File: config.mk
export PLATFORM = sky130hd
export DESIGN_NAME = deque_with_search_top_flat
export DESIGN_NICKNAME = d
export VERILOG_FILES = /design/src/dqs_pkg.sv /design/src/dqs_if.sv /design/src/dqs_ram.sv /design/src/dqs_ctrl.sv /design/src/dqs_datapath.sv /design/src/deque_with_search_top.sv /design/src/flat_wrapper.sv
export SDC_FILE = /design/constraint.sdc
export NUM_CORES = 2
export LEC_CHECK = 0
export BUFFER_PORTS_ARGS = -buffer_cell sky130_fd_sc_hd__clkbuf_2
export CORE_ASPECT_RATIO = 0.9
export CORE_UTILIZATION = 55
export DETAILED_ROUTE_END_ITERATION = 10
export HOLD_SLACK_MARGIN = 0.03
export PLACE_DENSITY = 0.8
export SETUP_SLACK_MARGIN = 0.2
export SLEW_MARGIN = 20
export SYNTH_ARGS = -nofsm -noshare
export SYNTH_HDL_FRONTEND = slang
export SYNTH_SLANG_ARGS = --single-unit
File: constraint.sdc
create_clock -name clock -period 5.95 [get_ports clock]
set_input_delay 0.8925 -clock clock [delete_from_list [all_inputs] [get_ports clock]]
set_output_delay 0.8925 -clock clock [all_outputs]
set_load 0.01 [all_outputs]
File: src/dqs_pkg.sv
package dqs_pkg;

   localparam int CMD_W  = 3;
   localparam int DATA_W = 32;
   localparam int POS_W  = 6;

   typedef enum logic [CMD_W-1:0] {
      OP_PUSH_FRONT = 3'd0,
      OP_PUSH_BACK  = 3'd1,
      OP_POP_FRONT  = 3'd2,
      OP_POP_BACK   = 3'd3,
      OP_SEARCH     = 3'd4
   } op_type;

   typedef enum logic [1:0] {
      ST_OK    = 2'd0,
      ST_EMPTY = 2'd1,
      ST_FULL  = 2'd2,
      ST_MISS  = 2'd3
   } status_type;

   // where the result payload comes from
   typedef enum logic [1:0] {
      RES_PLAIN = 2'd0,
      RES_POP   = 2'd1,
      RES_MATCH = 2'd2
   } res_src_type;

   typedef struct packed {
      logic        latch;
      logic        push_front;
      logic        push_back;
      logic        pop_front;
      logic        pop_back;
      logic        scan_start;
      logic        scan_step;
      logic        res_load;
      res_src_type res_src;
      status_type  res_status;
      logic        out_load;
   } dqs_cmd_type;

   typedef struct packed {
      op_type op;
      logic   full;
      logic   empty;
      logic   match;
      logic   last;
      logic   out_free;
   } dqs_stat_type;

endpackage

File: src/dqs_if.sv
interface dqs_req_if
   import dqs_pkg::*;
();
   logic                     valid;
   logic                     ready;
   logic [CMD_W-1:0]         command;
   logic signed [DATA_W-1:0] value_in;

   modport source (output valid, output command, output value_in, input ready);
   modport sink   (input valid, input command, input value_in, output ready);
endinterface

interface dqs_rsp_if
   import dqs_pkg::*;
();
   logic                     valid;
   logic                     ready;
   logic [1:0]               status;
   logic [POS_W-1:0]         position;
   logic signed [DATA_W-1:0] value_out;

   modport source (output valid, output status, output position, output value_out,
                   input ready);
   modport sink   (input valid, input status, input position, input value_out,
                   output ready);
endinterface

File: src/dqs_ram.sv
module dqs_ram #(
   parameter int WIDTH = 32,
   parameter int DEPTH = 64
) (
   input  logic                     clock,
   input  logic                     we,
   input  logic [$clog2(DEPTH)-1:0] waddr,
   input  logic [WIDTH-1:0]         wdata,
   input  logic [$clog2(DEPTH)-1:0] raddr,
   output logic [WIDTH-1:0]         rdata
);

   logic [WIDTH-1:0] mem_ff [DEPTH];
   logic [WIDTH-1:0] rdata_ff;

   always_ff @(posedge clock) begin
      if (we) begin
         mem_ff[waddr] <= wdata;
      end
      rdata_ff <= mem_ff[raddr];
   end

   assign rdata = rdata_ff;

endmodule

File: src/dqs_ctrl.sv
module dqs_ctrl
   import dqs_pkg::*;
(
   input  logic         clock,
   input  logic         reset,
   input  logic         req_valid,
   output logic         req_ready,
   input  dqs_stat_type stat,
   output dqs_cmd_type  cmd
);

   typedef enum logic [4:0] {
      S_IDLE = 5'b00001,
      S_EXEC = 5'b00010,
      S_READ = 5'b00100,
      S_SCAN = 5'b01000,
      S_RESP = 5'b10000
   } state_type;

   state_type state_ff, state_in;

   always_comb begin
      state_in  = state_ff;
      req_ready = 1'b0;
      cmd       = '0;
      case (state_ff)
         S_IDLE: begin
            req_ready = 1'b1;
            if (req_valid) begin
               cmd.latch = 1'b1;
               state_in  = S_EXEC;
            end
         end
         S_EXEC: begin
            cmd.res_load = 1'b1;
            state_in     = S_RESP;
            case (stat.op)
               OP_PUSH_FRONT: begin
                  if (stat.full) begin
                     cmd.res_status = ST_FULL;
                  end else begin
                     cmd.push_front = 1'b1;
                  end
               end
               OP_PUSH_BACK: begin
                  if (stat.full) begin
                     cmd.res_status = ST_FULL;
                  end else begin
                     cmd.push_back = 1'b1;
                  end
               end
               OP_POP_FRONT: begin
                  if (stat.empty) begin
                     cmd.res_status = ST_EMPTY;
                  end else begin
                     cmd.res_load  = 1'b0;
                     cmd.pop_front = 1'b1;
                     state_in      = S_READ;
                  end
               end
               OP_POP_BACK: begin
                  if (stat.empty) begin
                     cmd.res_status = ST_EMPTY;
                  end else begin
                     cmd.res_load = 1'b0;
                     cmd.pop_back = 1'b1;
                     state_in     = S_READ;
                  end
               end
               OP_SEARCH: begin
                  if (stat.empty) begin
                     cmd.res_status = ST_MISS;
                  end else begin
                     cmd.res_load   = 1'b0;
                     cmd.scan_start = 1'b1;
                     state_in       = S_SCAN;
                  end
               end
               default: begin
                  cmd.res_status = ST_OK;
               end
            endcase
         end
         S_READ: begin
            cmd.res_load = 1'b1;
            cmd.res_src  = RES_POP;
            state_in     = S_RESP;
         end
         S_SCAN: begin
            if (stat.match) begin
               cmd.res_load = 1'b1;
               cmd.res_src  = RES_MATCH;
               state_in     = S_RESP;
            end else if (stat.last) begin
               cmd.res_load   = 1'b1;
               cmd.res_status = ST_MISS;
               state_in       = S_RESP;
            end else begin
               cmd.scan_step = 1'b1;
            end
         end
         S_RESP: begin
            if (stat.out_free) begin
               cmd.out_load = 1'b1;
               state_in     = S_IDLE;
            end
         end
         default: begin
            state_in = S_IDLE;
         end
      endcase
   end

   always_ff @(posedge clock) begin
      if (reset) begin
         state_ff <= S_IDLE;
      end else begin
         state_ff <= state_in;
      end
   end

endmodule

File: src/dqs_datapath.sv
module dqs_datapath
   import dqs_pkg::*;
#(
   parameter int CAPACITY = 64
) (
   input  logic                     clock,
   input  logic                     reset,
   input  dqs_cmd_type              cmd,
   output dqs_stat_type             stat,
   input  logic [CMD_W-1:0]         req_command,
   input  logic signed [DATA_W-1:0] req_value_in,
   output logic                     rsp_valid,
   input  logic                     rsp_ready,
   output logic [1:0]               rsp_status,
   output logic [POS_W-1:0]         rsp_position,
   output logic signed [DATA_W-1:0] rsp_value_out
);

   localparam int IDX_W = $clog2(CAPACITY);
   localparam int CNT_W = $clog2(CAPACITY + 1);
   localparam int SUM_W = IDX_W + 1;
   localparam logic [SUM_W-1:0] CAP_S    = SUM_W'(CAPACITY);
   localparam logic [CNT_W-1:0] CAP_C    = CNT_W'(CAPACITY);
   localparam logic [IDX_W-1:0] LAST_IDX = IDX_W'(CAPACITY - 1);

   op_type                   op_ff, op_in;
   logic signed [DATA_W-1:0] key_ff, key_in;
   logic [IDX_W-1:0]         front_ff, front_in;
   logic [CNT_W-1:0]         count_ff, count_in;
   logic [IDX_W-1:0]         scan_ptr_ff, scan_ptr_in;
   logic [IDX_W-1:0]         scan_idx_ff, scan_idx_in;
   status_type               res_status_ff, res_status_in;
   logic [POS_W-1:0]         res_pos_ff, res_pos_in;
   logic signed [DATA_W-1:0] res_val_ff, res_val_in;
   logic                     out_valid_ff, out_valid_in;
   status_type               out_status_ff, out_status_in;
   logic [POS_W-1:0]         out_pos_ff, out_pos_in;
   logic signed [DATA_W-1:0] out_val_ff, out_val_in;

   logic                     ram_we;
   logic [IDX_W-1:0]         ram_waddr;
   logic [IDX_W-1:0]         ram_raddr;
   logic [DATA_W-1:0]        ram_rdata;

   logic [IDX_W-1:0]         front_dec, front_inc, scan_inc;
   logic [SUM_W-1:0]         back_sum, back_wrap, tail_sum, tail_wrap;
   logic [IDX_W+POS_W-1:0]   scan_pos_ext;

   dqs_ram #(
      .WIDTH (DATA_W),
      .DEPTH (CAPACITY)
   ) u_ram (
      .clock (clock),
      .we    (ram_we),
      .waddr (ram_waddr),
      .wdata (key_ff),
      .raddr (ram_raddr),
      .rdata (ram_rdata)
   );

   // ring pointer arithmetic, each wrap done with a compare and an add or subtract
   always_comb begin
      front_dec = (front_ff == '0) ? LAST_IDX : front_ff - IDX_W'(1);
      front_inc = (front_ff == LAST_IDX) ? '0 : front_ff + IDX_W'(1);
      scan_inc  = (scan_ptr_ff == LAST_IDX) ? '0 : scan_ptr_ff + IDX_W'(1);
      back_sum  = {1'b0, front_ff} + SUM_W'(count_ff);
      back_wrap = (back_sum >= CAP_S) ? back_sum - CAP_S : back_sum;
      tail_sum  = back_sum - SUM_W'(1);
      tail_wrap = (tail_sum >= CAP_S) ? tail_sum - CAP_S : tail_sum;
      scan_pos_ext = (IDX_W + POS_W)'(scan_idx_ff);
   end

   always_comb begin
      op_in         = op_ff;
      key_in        = key_ff;
      front_in      = front_ff;
      count_in      = count_ff;
      scan_ptr_in   = scan_ptr_ff;
      scan_idx_in   = scan_idx_ff;
      res_status_in = res_status_ff;
      res_pos_in    = res_pos_ff;
      res_val_in    = res_val_ff;
      out_valid_in  = out_valid_ff;
      out_status_in = out_status_ff;
      out_pos_in    = out_pos_ff;
      out_val_in    = out_val_ff;
      ram_we        = 1'b0;
      ram_waddr     = front_dec;

      if (cmd.latch) begin
         op_in  = op_type'(req_command);
         key_in = req_value_in;
      end

      if (cmd.push_front) begin
         ram_we    = 1'b1;
         ram_waddr = front_dec;
         front_in  = front_dec;
         count_in  = count_ff + CNT_W'(1);
      end
      if (cmd.push_back) begin
         ram_we    = 1'b1;
         ram_waddr = back_wrap[IDX_W-1:0];
         count_in  = count_ff + CNT_W'(1);
      end
      if (cmd.pop_front) begin
         front_in = front_inc;
         count_in = count_ff - CNT_W'(1);
      end
      if (cmd.pop_back) begin
         count_in = count_ff - CNT_W'(1);
      end

      if (cmd.scan_start) begin
         scan_ptr_in = front_inc;
         scan_idx_in = '0;
      end
      if (cmd.scan_step) begin
         scan_ptr_in = scan_inc;
         scan_idx_in = scan_idx_ff + IDX_W'(1);
      end

      if (cmd.res_load) begin
         res_status_in = cmd.res_status;
         case (cmd.res_src)
            RES_POP: begin
               res_pos_in = '0;
               res_val_in = $signed(ram_rdata);
            end
            RES_MATCH: begin
               res_pos_in = scan_pos_ext[POS_W-1:0];
               res_val_in = key_ff;
            end
            default: begin
               res_pos_in = '0;
               res_val_in = '0;
            end
         endcase
      end

      if (out_valid_ff && rsp_ready) begin
         out_valid_in = 1'b0;
      end
      if (cmd.out_load) begin
         out_valid_in  = 1'b1;
         out_status_in = res_status_ff;
         out_pos_in    = res_pos_ff;
         out_val_in    = res_val_ff;
      end
   end

   // pop back reads the tail, scan steps read the scan pointer, else the front
   always_comb begin
      if (cmd.pop_back) begin
         ram_raddr = tail_wrap[IDX_W-1:0];
      end else if (cmd.scan_step) begin
         ram_raddr = scan_ptr_ff;
      end else begin
         ram_raddr = front_ff;
      end
   end

   always_comb begin
      stat.op       = op_ff;
      stat.full     = (count_ff == CAP_C);
      stat.empty    = (count_ff == '0);
      stat.match    = (ram_rdata == key_ff);
      stat.last     = ((SUM_W'(scan_idx_ff) + SUM_W'(1)) == SUM_W'(count_ff));
      stat.out_free = !out_valid_ff || rsp_ready;
   end

   always_ff @(posedge clock) begin
      if (reset) begin
         front_ff     <= '0;
         count_ff     <= '0;
         out_valid_ff <= 1'b0;
      end else begin
         front_ff     <= front_in;
         count_ff     <= count_in;
         out_valid_ff <= out_valid_in;
      end
   end

   always_ff @(posedge clock) begin
      op_ff         <= op_in;
      key_ff        <= key_in;
      scan_ptr_ff   <= scan_ptr_in;
      scan_idx_ff   <= scan_idx_in;
      res_status_ff <= res_status_in;
      res_pos_ff    <= res_pos_in;
      res_val_ff    <= res_val_in;
      out_status_ff <= out_status_in;
      out_pos_ff    <= out_pos_in;
      out_val_ff    <= out_val_in;
   end

   assign rsp_valid     = out_valid_ff;
   assign rsp_status    = out_status_ff;
   assign rsp_position  = out_pos_ff;
   assign rsp_value_out = out_val_ff;

endmodule

File: src/deque_with_search_top.sv
// items are taken one at a time: the next is accepted only after the last result
// has moved into the output register; the search rate is set by the single ram read
// port, and the scan walks one entry per cycle (up to CAPACITY)
// reset: synchronous, clears front pointer, element count, fsm and result valid;
// the ring store itself is not cleared, only live entries are ever read
module deque_with_search_top
   import dqs_pkg::*;
#(
   parameter int CAPACITY = 64
) (
   input logic        clock,
   input logic        reset,
   dqs_req_if.sink    req_ch,
   dqs_rsp_if.source  rsp_ch
);

   // command and status bundles between the sequencer and the datapath
   dqs_cmd_type  ctrl_cmd;
   dqs_stat_type dp_stat;
   logic         ctrl_req_ready;

   // sequencer: idle -> exec -> (read | scan loop) -> resp -> idle
   // idle takes an item even while the last result still sits in the output
   // register; resp waits there until that register frees up
   dqs_ctrl u_ctrl (
      .clock     (clock),
      .reset     (reset),
      .req_valid (req_ch.valid),
      .req_ready (ctrl_req_ready),
      .stat      (dp_stat),
      .cmd       (ctrl_cmd)
   );

   assign req_ch.ready = ctrl_req_ready;

   // datapath: ring store in a registered-read ram, front pointer and count,
   // scan pointer and index, result staging register and output register
   dqs_datapath #(
      .CAPACITY (CAPACITY)
   ) u_datapath (
      .clock         (clock),
      .reset         (reset),
      .cmd           (ctrl_cmd),
      .stat          (dp_stat),
      .req_command   (req_ch.command),
      .req_value_in  (req_ch.value_in),
      .rsp_valid     (rsp_ch.valid),
      .rsp_ready     (rsp_ch.ready),
      .rsp_status    (rsp_ch.status),
      .rsp_position  (rsp_ch.position),
      .rsp_value_out (rsp_ch.value_out)
   );

endmodule

File: src/flat_wrapper.sv
// flat-port wrapper written by rule: the top's interface ports become plain ports
module deque_with_search_top_flat import dqs_pkg::*;
#(
   parameter int CAPACITY = 64
)
  (clock, reset, req_ch_valid, req_ch_command, req_ch_value_in, req_ch_ready, rsp_ch_valid, rsp_ch_status, rsp_ch_position, rsp_ch_value_out, rsp_ch_ready);
  dqs_req_if req_ch_i ();
  dqs_rsp_if rsp_ch_i ();
  input logic clock;
  input logic reset;
  input wire logic [$bits(req_ch_i.valid)-1:0] req_ch_valid;
  input wire logic [$bits(req_ch_i.command)-1:0] req_ch_command;
  input wire logic [$bits(req_ch_i.value_in)-1:0] req_ch_value_in;
  output wire logic [$bits(req_ch_i.ready)-1:0] req_ch_ready;
  output wire logic [$bits(rsp_ch_i.valid)-1:0] rsp_ch_valid;
  output wire logic [$bits(rsp_ch_i.status)-1:0] rsp_ch_status;
  output wire logic [$bits(rsp_ch_i.position)-1:0] rsp_ch_position;
  output wire logic [$bits(rsp_ch_i.value_out)-1:0] rsp_ch_value_out;
  input wire logic [$bits(rsp_ch_i.ready)-1:0] rsp_ch_ready;
  assign req_ch_i.valid = req_ch_valid;
  assign req_ch_i.command = req_ch_command;
  assign req_ch_i.value_in = req_ch_value_in;
  assign req_ch_ready = req_ch_i.ready;
  assign rsp_ch_valid = rsp_ch_i.valid;
  assign rsp_ch_status = rsp_ch_i.status;
  assign rsp_ch_position = rsp_ch_i.position;
  assign rsp_ch_value_out = rsp_ch_i.value_out;
  assign rsp_ch_i.ready = rsp_ch_ready;
  deque_with_search_top #(.CAPACITY(CAPACITY)) u_core (.clock(clock), .reset(reset), .req_ch(req_ch_i), .rsp_ch(rsp_ch_i));
endmodule
; Yosys cells after proc, flatten, opt, wreduce, memory -nomap -nowiden
; Memory sizes are Yosys's and may differ from the RTL's. A register that Yosys moved wholly into a read port is not among the register bits.
; Cells that the tools add are included.
[word_totals]
reg_bits = 146
mem_bits_rw = 2048
input_bits = 39
output_inout_bits = 42
elab_cells = 124
n_memories = 1
[mem_list]
columns = name, depth, width, rd, rd_clocked_by_memory_dff, wr, line_no
row1 = u_core.u_datapath.u_ram.mem_ff, 64, 32, 1, 1, 1, dqs_ram.sv:13  ; logic [WIDTH-1:0] mem_ff [DEPTH];
[classes]
addsub = 11
magnitude_cmp = 2
eq_ne = 19
mux = 63
reduce_logical = 14
[op_table]
columns = cell, count
row1 = 6-bit 2-to-1 mux, 14
row2 = 32-bit one-hot mux with 2 select lines, 1
row3 = 5-bit 2-to-1 mux, 7
row4 = 32-bit == test, 1
row5 = 7-bit 2-to-1 mux, 4
row6 = 1-bit 2-to-1 mux, 26
row7 = 5-bit one-hot mux with 5 select lines, 1
row8 = "6-bit by 1-bit adder with 6-bit output, second input constant", 3
row9 = "6-bit by 1-bit subtractor with 6-bit output, second input constant", 3
row10 = "7-bit greater-or-equal comparator, second input constant", 2
row11 = "7-bit by 1-bit subtractor with 7-bit output, second input constant", 2
row12 = "6-bit == test, second input constant", 2
row13 = 2-bit 2-to-1 mux, 5
row14 = 5-bit one-hot mux with 2 select lines, 1
row15 = 2-bit one-hot mux with 2 select lines, 2
row16 = "6-bit by 1-bit adder with 7-bit output, second input constant", 1
row17 = 6-bit by 7-bit adder with 7-bit output, 1
row18 = "7-bit by 1-bit adder with 7-bit output, second input constant", 1
row19 = 7-bit == test, 1
row20 = "7-bit == test, second input constant", 1
row21 = 7-bit logical NOT, 1
row22 = "3-bit by 2-bit == test with 1-bit output, second input constant", 2
row23 = 6-bit logical NOT, 1
row24 = 2-bit one-hot mux with 3 select lines, 1
row25 = other kinds (22), 25

; Logic depth before layout (Yosys ltp)
[logic_depth]
ltp_word = 8
mapped_depth = 18
ltp_nobuf = 13

; By module
; Synthesis repeated with hierarchy kept, for this count alone.
[unflattened]
cells_unflattened = 3882
area_unflattened_um2 = 85309.3
[modules_own_cells]
columns = mod, n_inst, cells_each, area_per_inst_um2, seq_area_each_um2
row1 = dqs_ram, 1, 3324, 78515.3, 62139.6
row2 = dqs_datapath, 1, 503, 6383.6, 4093.9
row3 = dqs_ctrl, 1, 55, 410.4, 100.1

; Least setup slack after synthesis
; OpenSTA, ideal clock, no wires.
[synth_timing]
path_type = reg2reg
start = register u_core.u_datapath.count_ff[1]
end = memory u_core.u_datapath.u_ram.mem_ff[12][0] (enable)
setup_time_ps = 421
t_arrival_ps = 4369
required_ps = 5529
setup_slack_ps = 1160
path_stages_with_launch = 13
path_buffers = 3
synth_period_minus_slack_ps = 4790
path_cell_list = dfxtp_1 > inv_1 > ha_1 > nor2b_1 > and2_1 > clkbuf_1 > a2111oi_2 > nand2_1 > clkbuf_1 > o21a_1 > or3_1 > clkbuf_1 > nor2_1
[synth_via]
elab_chain_len = 8
elab_cells_between_ends = 14
classes_between = add/sub (2) / order compare (1) / eq/ne (1) / mux (10)
[synth_lines]
columns = item, line_no
row1 = "start, declared", dqs_datapath.sv:29  ; logic [CNT_W-1:0] count_ff, count_in;
row2 = "start signal, assigned", dqs_datapath.sv:179  ; count_ff <= count_in;
row3 = branches (longest 8 deep; another with 6-bit by 7-bit adder with 7-bit output), -
row4 = "end, declared", dqs_ram.sv:13
; Parallel ways; which one is timed is not known.

; Final worst setup path
[layout_timing]
start = register u_core.u_datapath.u_ram.rdata_ff[31] (netlist: u_core.u_datapath.u_ram.rdata[31]) (read register of u_core.u_datapath.u_ram.mem_ff)
end = register u_core.u_datapath.u_ram.rdata_ff[19] (netlist: u_core.u_datapath.u_ram.rdata[19]) (read register of u_core.u_datapath.u_ram.mem_ff)
[layout_via]
elab_chain_len = 5
[layout_lines]
columns = item, line_no
row1 = "start, declared", dqs_ram.sv:14  ; logic [WIDTH-1:0] rdata_ff;
row2 = 32-bit == test, dqs_datapath.sv:167  ; stat.match = (ram_rdata == key_ff);
row3 = 1-bit 2-to-1 mux, dqs_ctrl.sv:90  ; if (stat.match) begin
row4 = 1-bit 2-to-1 mux, dqs_ctrl.sv:26  ; case (state_ff)
row5 = 6-bit 2-to-1 mux, dqs_datapath.sv:156  ; end else if (cmd.scan_step) begin
row6 = 6-bit 2-to-1 mux, dqs_datapath.sv:154  ; if (cmd.pop_back) begin
; No other way between the ends.
; A chain may end at the register's enable or synchronous reset.

==> results.cfg <==
[critical_path]
crit_slowest_cell = dfxtp_1
startpoint_kind_of_the_worst_setup_timing_path = register
rrSetupSlack_ns = 0.11
worst-endpoint-required_ns = 6.61
critical-path-top-delay-family = compound AO/OA/AOI/OAI gates
critical_path_buf_inv_count = 1
r2r_cells = 12
worstPathCellList = xor2_1, nor4_1, nand2_1, o31ai_4, o21ai_4, nand2_8, buf_12, a211oi_1, a311oi_1, o2111ai_1, a22o_1, a41oi_1
crit_path_capture_type = register
worst_r2r_startpoint = u_core.u_datapath.u_ram.rdata[31]
criticalPathCategory = register to register
timing.critical_path.arrival_ns = 6.50
timing.critical_path.slowest_cell_delay_ns = 0.89
crit_path_max_fanout = 103
worstReg2RegEnd = u_core.u_datapath.u_ram.rdata[19]

[cts]
tritoncts_num_sinks = 2226
clk_pin_slew_ns = 0.06
cts-buffers-inserted = 205
cts_tree = built
max-clock-path-buffers = 3
clockRootBuffer = clkbuf_16
h-tree-depth = 4
hold_buf_count_cts = 0
clock_network_latency_to_the_later_pin_of_the_worst_skew_pair_ns = 0.87
cts.repair_timing.setup_buffer_count = 0

[drt]
detail-route-antenna-nets = 0
initialDrtViolationCount = 12800
via_per_inst = 7.01
wl_met3_mm = 49.9
drt_pre_antenna_iters = 9
total_wirelength_mm = 277
drt-wirelength-per-cell_um = 31.8
dr_total_vias = 61100
drc = 0
dr.max_layer_used = met5
route.layer.met1.wl_mm = 89.9
met2_wirelength_mm = 119

[layout]
drive_above_1_share_pct = 12.3
footprint_of_the_multi_input_gates_sq_mm = 0.0213
ff_latch_area_sq_mm = 0.0663
final_area_sq_mm = 0.0999
fillCellCount = 11000
layout.nets = 6480
synthToLayoutAreaGrowth_pct = 11.8

[synth]
synth.area.top_cells = edfxtp_1 73%, nand2_1 5.7%, nand3_1 2.4%, a211oi_1 2.0%, and3_1 1.9%
syn_area_sq_mm = 0.0893
yosys.cell_types.count = 101
postSynthCellCount = 6290
synth_top_area_cell = edfxtp_1
synthesis.yosys.warnings = 0
synth_top_flop_cell = edfxtp_1
syn-mean-instance-area_sq_um = 14.2
synthesis.nets = 6345
postSynthRegisterBits = 2226
synth_top_area_share_pct = 73.1
seq_area_frac_synth_pct = 74.3
synth_enable_flop_cells = 2175
synth.cells.most_frequent = 2,175 x edfxtp_1, 1,357 x nand2_1, 428 x nand3_1
synthMostInstantiatedCell = edfxtp_1
ys_async_sr_fraction_pct = 0

[min_path]
hold-path-cell-count = 1
hp-class = primary input to register
hp-start = req_ch_command[0]
timing.hold.worst_endpoint = u_core.u_datapath.op_ff[0]

[sta]
rsz0062_at_grt = true
hold_viol = 0
worst_clock_skew_ns = 0.0452
period_share_pct = 98.2
layout_setup_ws_ns = 0.105
timing.slew.headroom_pct = 19.6
setup_viol_count_final = 0
worstMarginPinSlew_ns = 1.21
min_period_ns = 5.84
final-max-slew-violation-count = 0
timing_limited_maximum_frequency_mhz = 171

[global_route]
grt_use_total_pct = 33.2
antenna_found_initial = 17
grt_first_pass_wirelength_mm = 393
grt_overflow = 0
maximum_number_of_pins_on_one_net_before_global_route_repair = 115
grt_pass1_vias = 57500

[power]
power_density_mw_per_mm2 = 309
worst_ir_drop_vdd_uv = 328
leakage_uw = 0.0338

[floorplanning]
core.rowCount = 139
die_width_um = 427
die_height_um = 384
initial_core_util_pct = 55.7
fp.coreArea_sq_mm = 0.160
ios = 81
die_area_sq_mm = 0.164

[run]
cap_viol_max_count = 0

[placed_design]
io_buffers = 80
hpwl_mm = 160
place_worst_setup_slack_ns = 0.0498
post_dp_cell_area_sq_mm = 0.0934
gp_routability_congestion = 0.971

[run_status]
outcome = completed
-- worst max-delay path by stage --
| stage | startpoint | to | slack [ns] | depth (start not counted) |
|---|---|---|---|---|
| 2_1_floorplan | u_core.u_datapath.count_ff[1] | u_core.u_datapath.u_ram.mem_ff[12][0] | 1.16 | 12 |
| 4_1_cts | u_core.u_datapath.u_ram.rdata[31] | u_core.u_datapath.u_ram.rdata[4] | 0.32 | 14 |
| 3_5_place_dp | u_core.u_datapath.u_ram.rdata[31] | u_core.u_datapath.u_ram.rdata[4] | 0.05 | 14 |
| 6_report | u_core.u_datapath.u_ram.rdata[31] | u_core.u_datapath.u_ram.rdata[19] | 0.11 | 12 |
| 3_3_place_gp | u_core.u_datapath.u_ram.rdata[21] | u_core.u_datapath.u_ram.rdata[2] | -0.33 | 13 |
| 5_1_grt | u_core.u_datapath.scan_idx_ff[0] | u_core.u_datapath.u_ram.rdata[19] | 0.19 | 13 |
-- report_power, final --
part	switching (uW)	total [uW]	internal, uW
sequential	54.4	17400	17300
clock	5810	12700	6860
combinational	641	762	121
total	6510	30800	24300
-- flip-flops by register name (all words and copies together), names as in the netlist --
name and count:
u_core.u_datapath.u_ram.mem_ff 2048, u_core.u_datapath.key_ff 32, u_core.u_datapath.res_val_ff 32, u_core.u_datapath.rsp_value_out 32, u_core.u_datapath.u_ram.rdata 32, u_core.u_datapath.count_ff 7, u_core.u_datapath.front_ff 6, u_core.u_datapath.res_pos_ff 6
u_core.u_datapath.rsp_position 6, u_core.u_datapath.scan_idx_ff 6, u_core.u_datapath.scan_ptr_ff 6, u_core.u_ctrl.state_ff 5, u_core.u_datapath.op_ff 3, u_core.u_datapath.res_status_ff 2, u_core.u_datapath.rsp_status 2, u_core.u_datapath.rsp_valid 1
-- cell families after synthesis --
group / share of synthesized area (%)
mux: 1.53
flops: 74.3
compound gates: 8.76
xor+xnor: 0.635
buf+inv: 2.69
fa+ha+maj: 0.233
simple gates: 11.9
-- layer usage --
| metal | track usage (%) | up-vias |
|---|---|---|
| met5 | 0 | - |
| met4 | 19.1 | 14 |
| met3 | 13.5 | 1088 |
| met2 | 48.0 | 6156 |
| met1 | 42.4 | 29400 |
| li1 | - | 24500 |
-- cells in the final DEF, fill, tap and decap left out, types with 113 or more instances in the layout --
| cell | instances |
|---|---|
| nand2_1 | 1355 |
| buf_4 | 247 |
| nand3_1 | 428 |
| edfxtp_1 | 2175 |
| clkbuf_16 | 206 |
| a31oi_1 | 113 |
| a311oi_1 | 140 |
| and3_1 | 277 |
| a211oi_1 | 236 |
-- through the flow --
stage	cells	setup TNS [ns]	power (uW)	hold WS, ns	util [%]
after floorplan	6290	0	18000	0.400	-
after global placement	8325	-0.359	18400	0.400	58.2
after detailed placement	8330	0	18400	0.405	58.3
after CTS	8710	0	30700	0.164	62.2
after global routing	8713	0	31400	0.195	62.3
final	8717	0	30800	0.209	62.3
-- final cells by class --
type / instances / share of cell area (%)
Clock buffer: 267 / 5.41
Antenna cell: 4 / 0.0100
Timing Repair Buffer: 377 / 3.19
Clock inverter: 113 / 0.970
Sequential cell: 2226 / 66.4
Multi-Input combinational cell: 3603 / 21.3
Tap cell: 2115 / 2.65
Inverter: 12 / 0.0451
-- repair_timing --
item	CTS	global route
gates resized for setup	2	3
cloned	0	0
pin swaps	0	0
setup endpoints to repair	2	8
(Power assumes the default switching activity.)
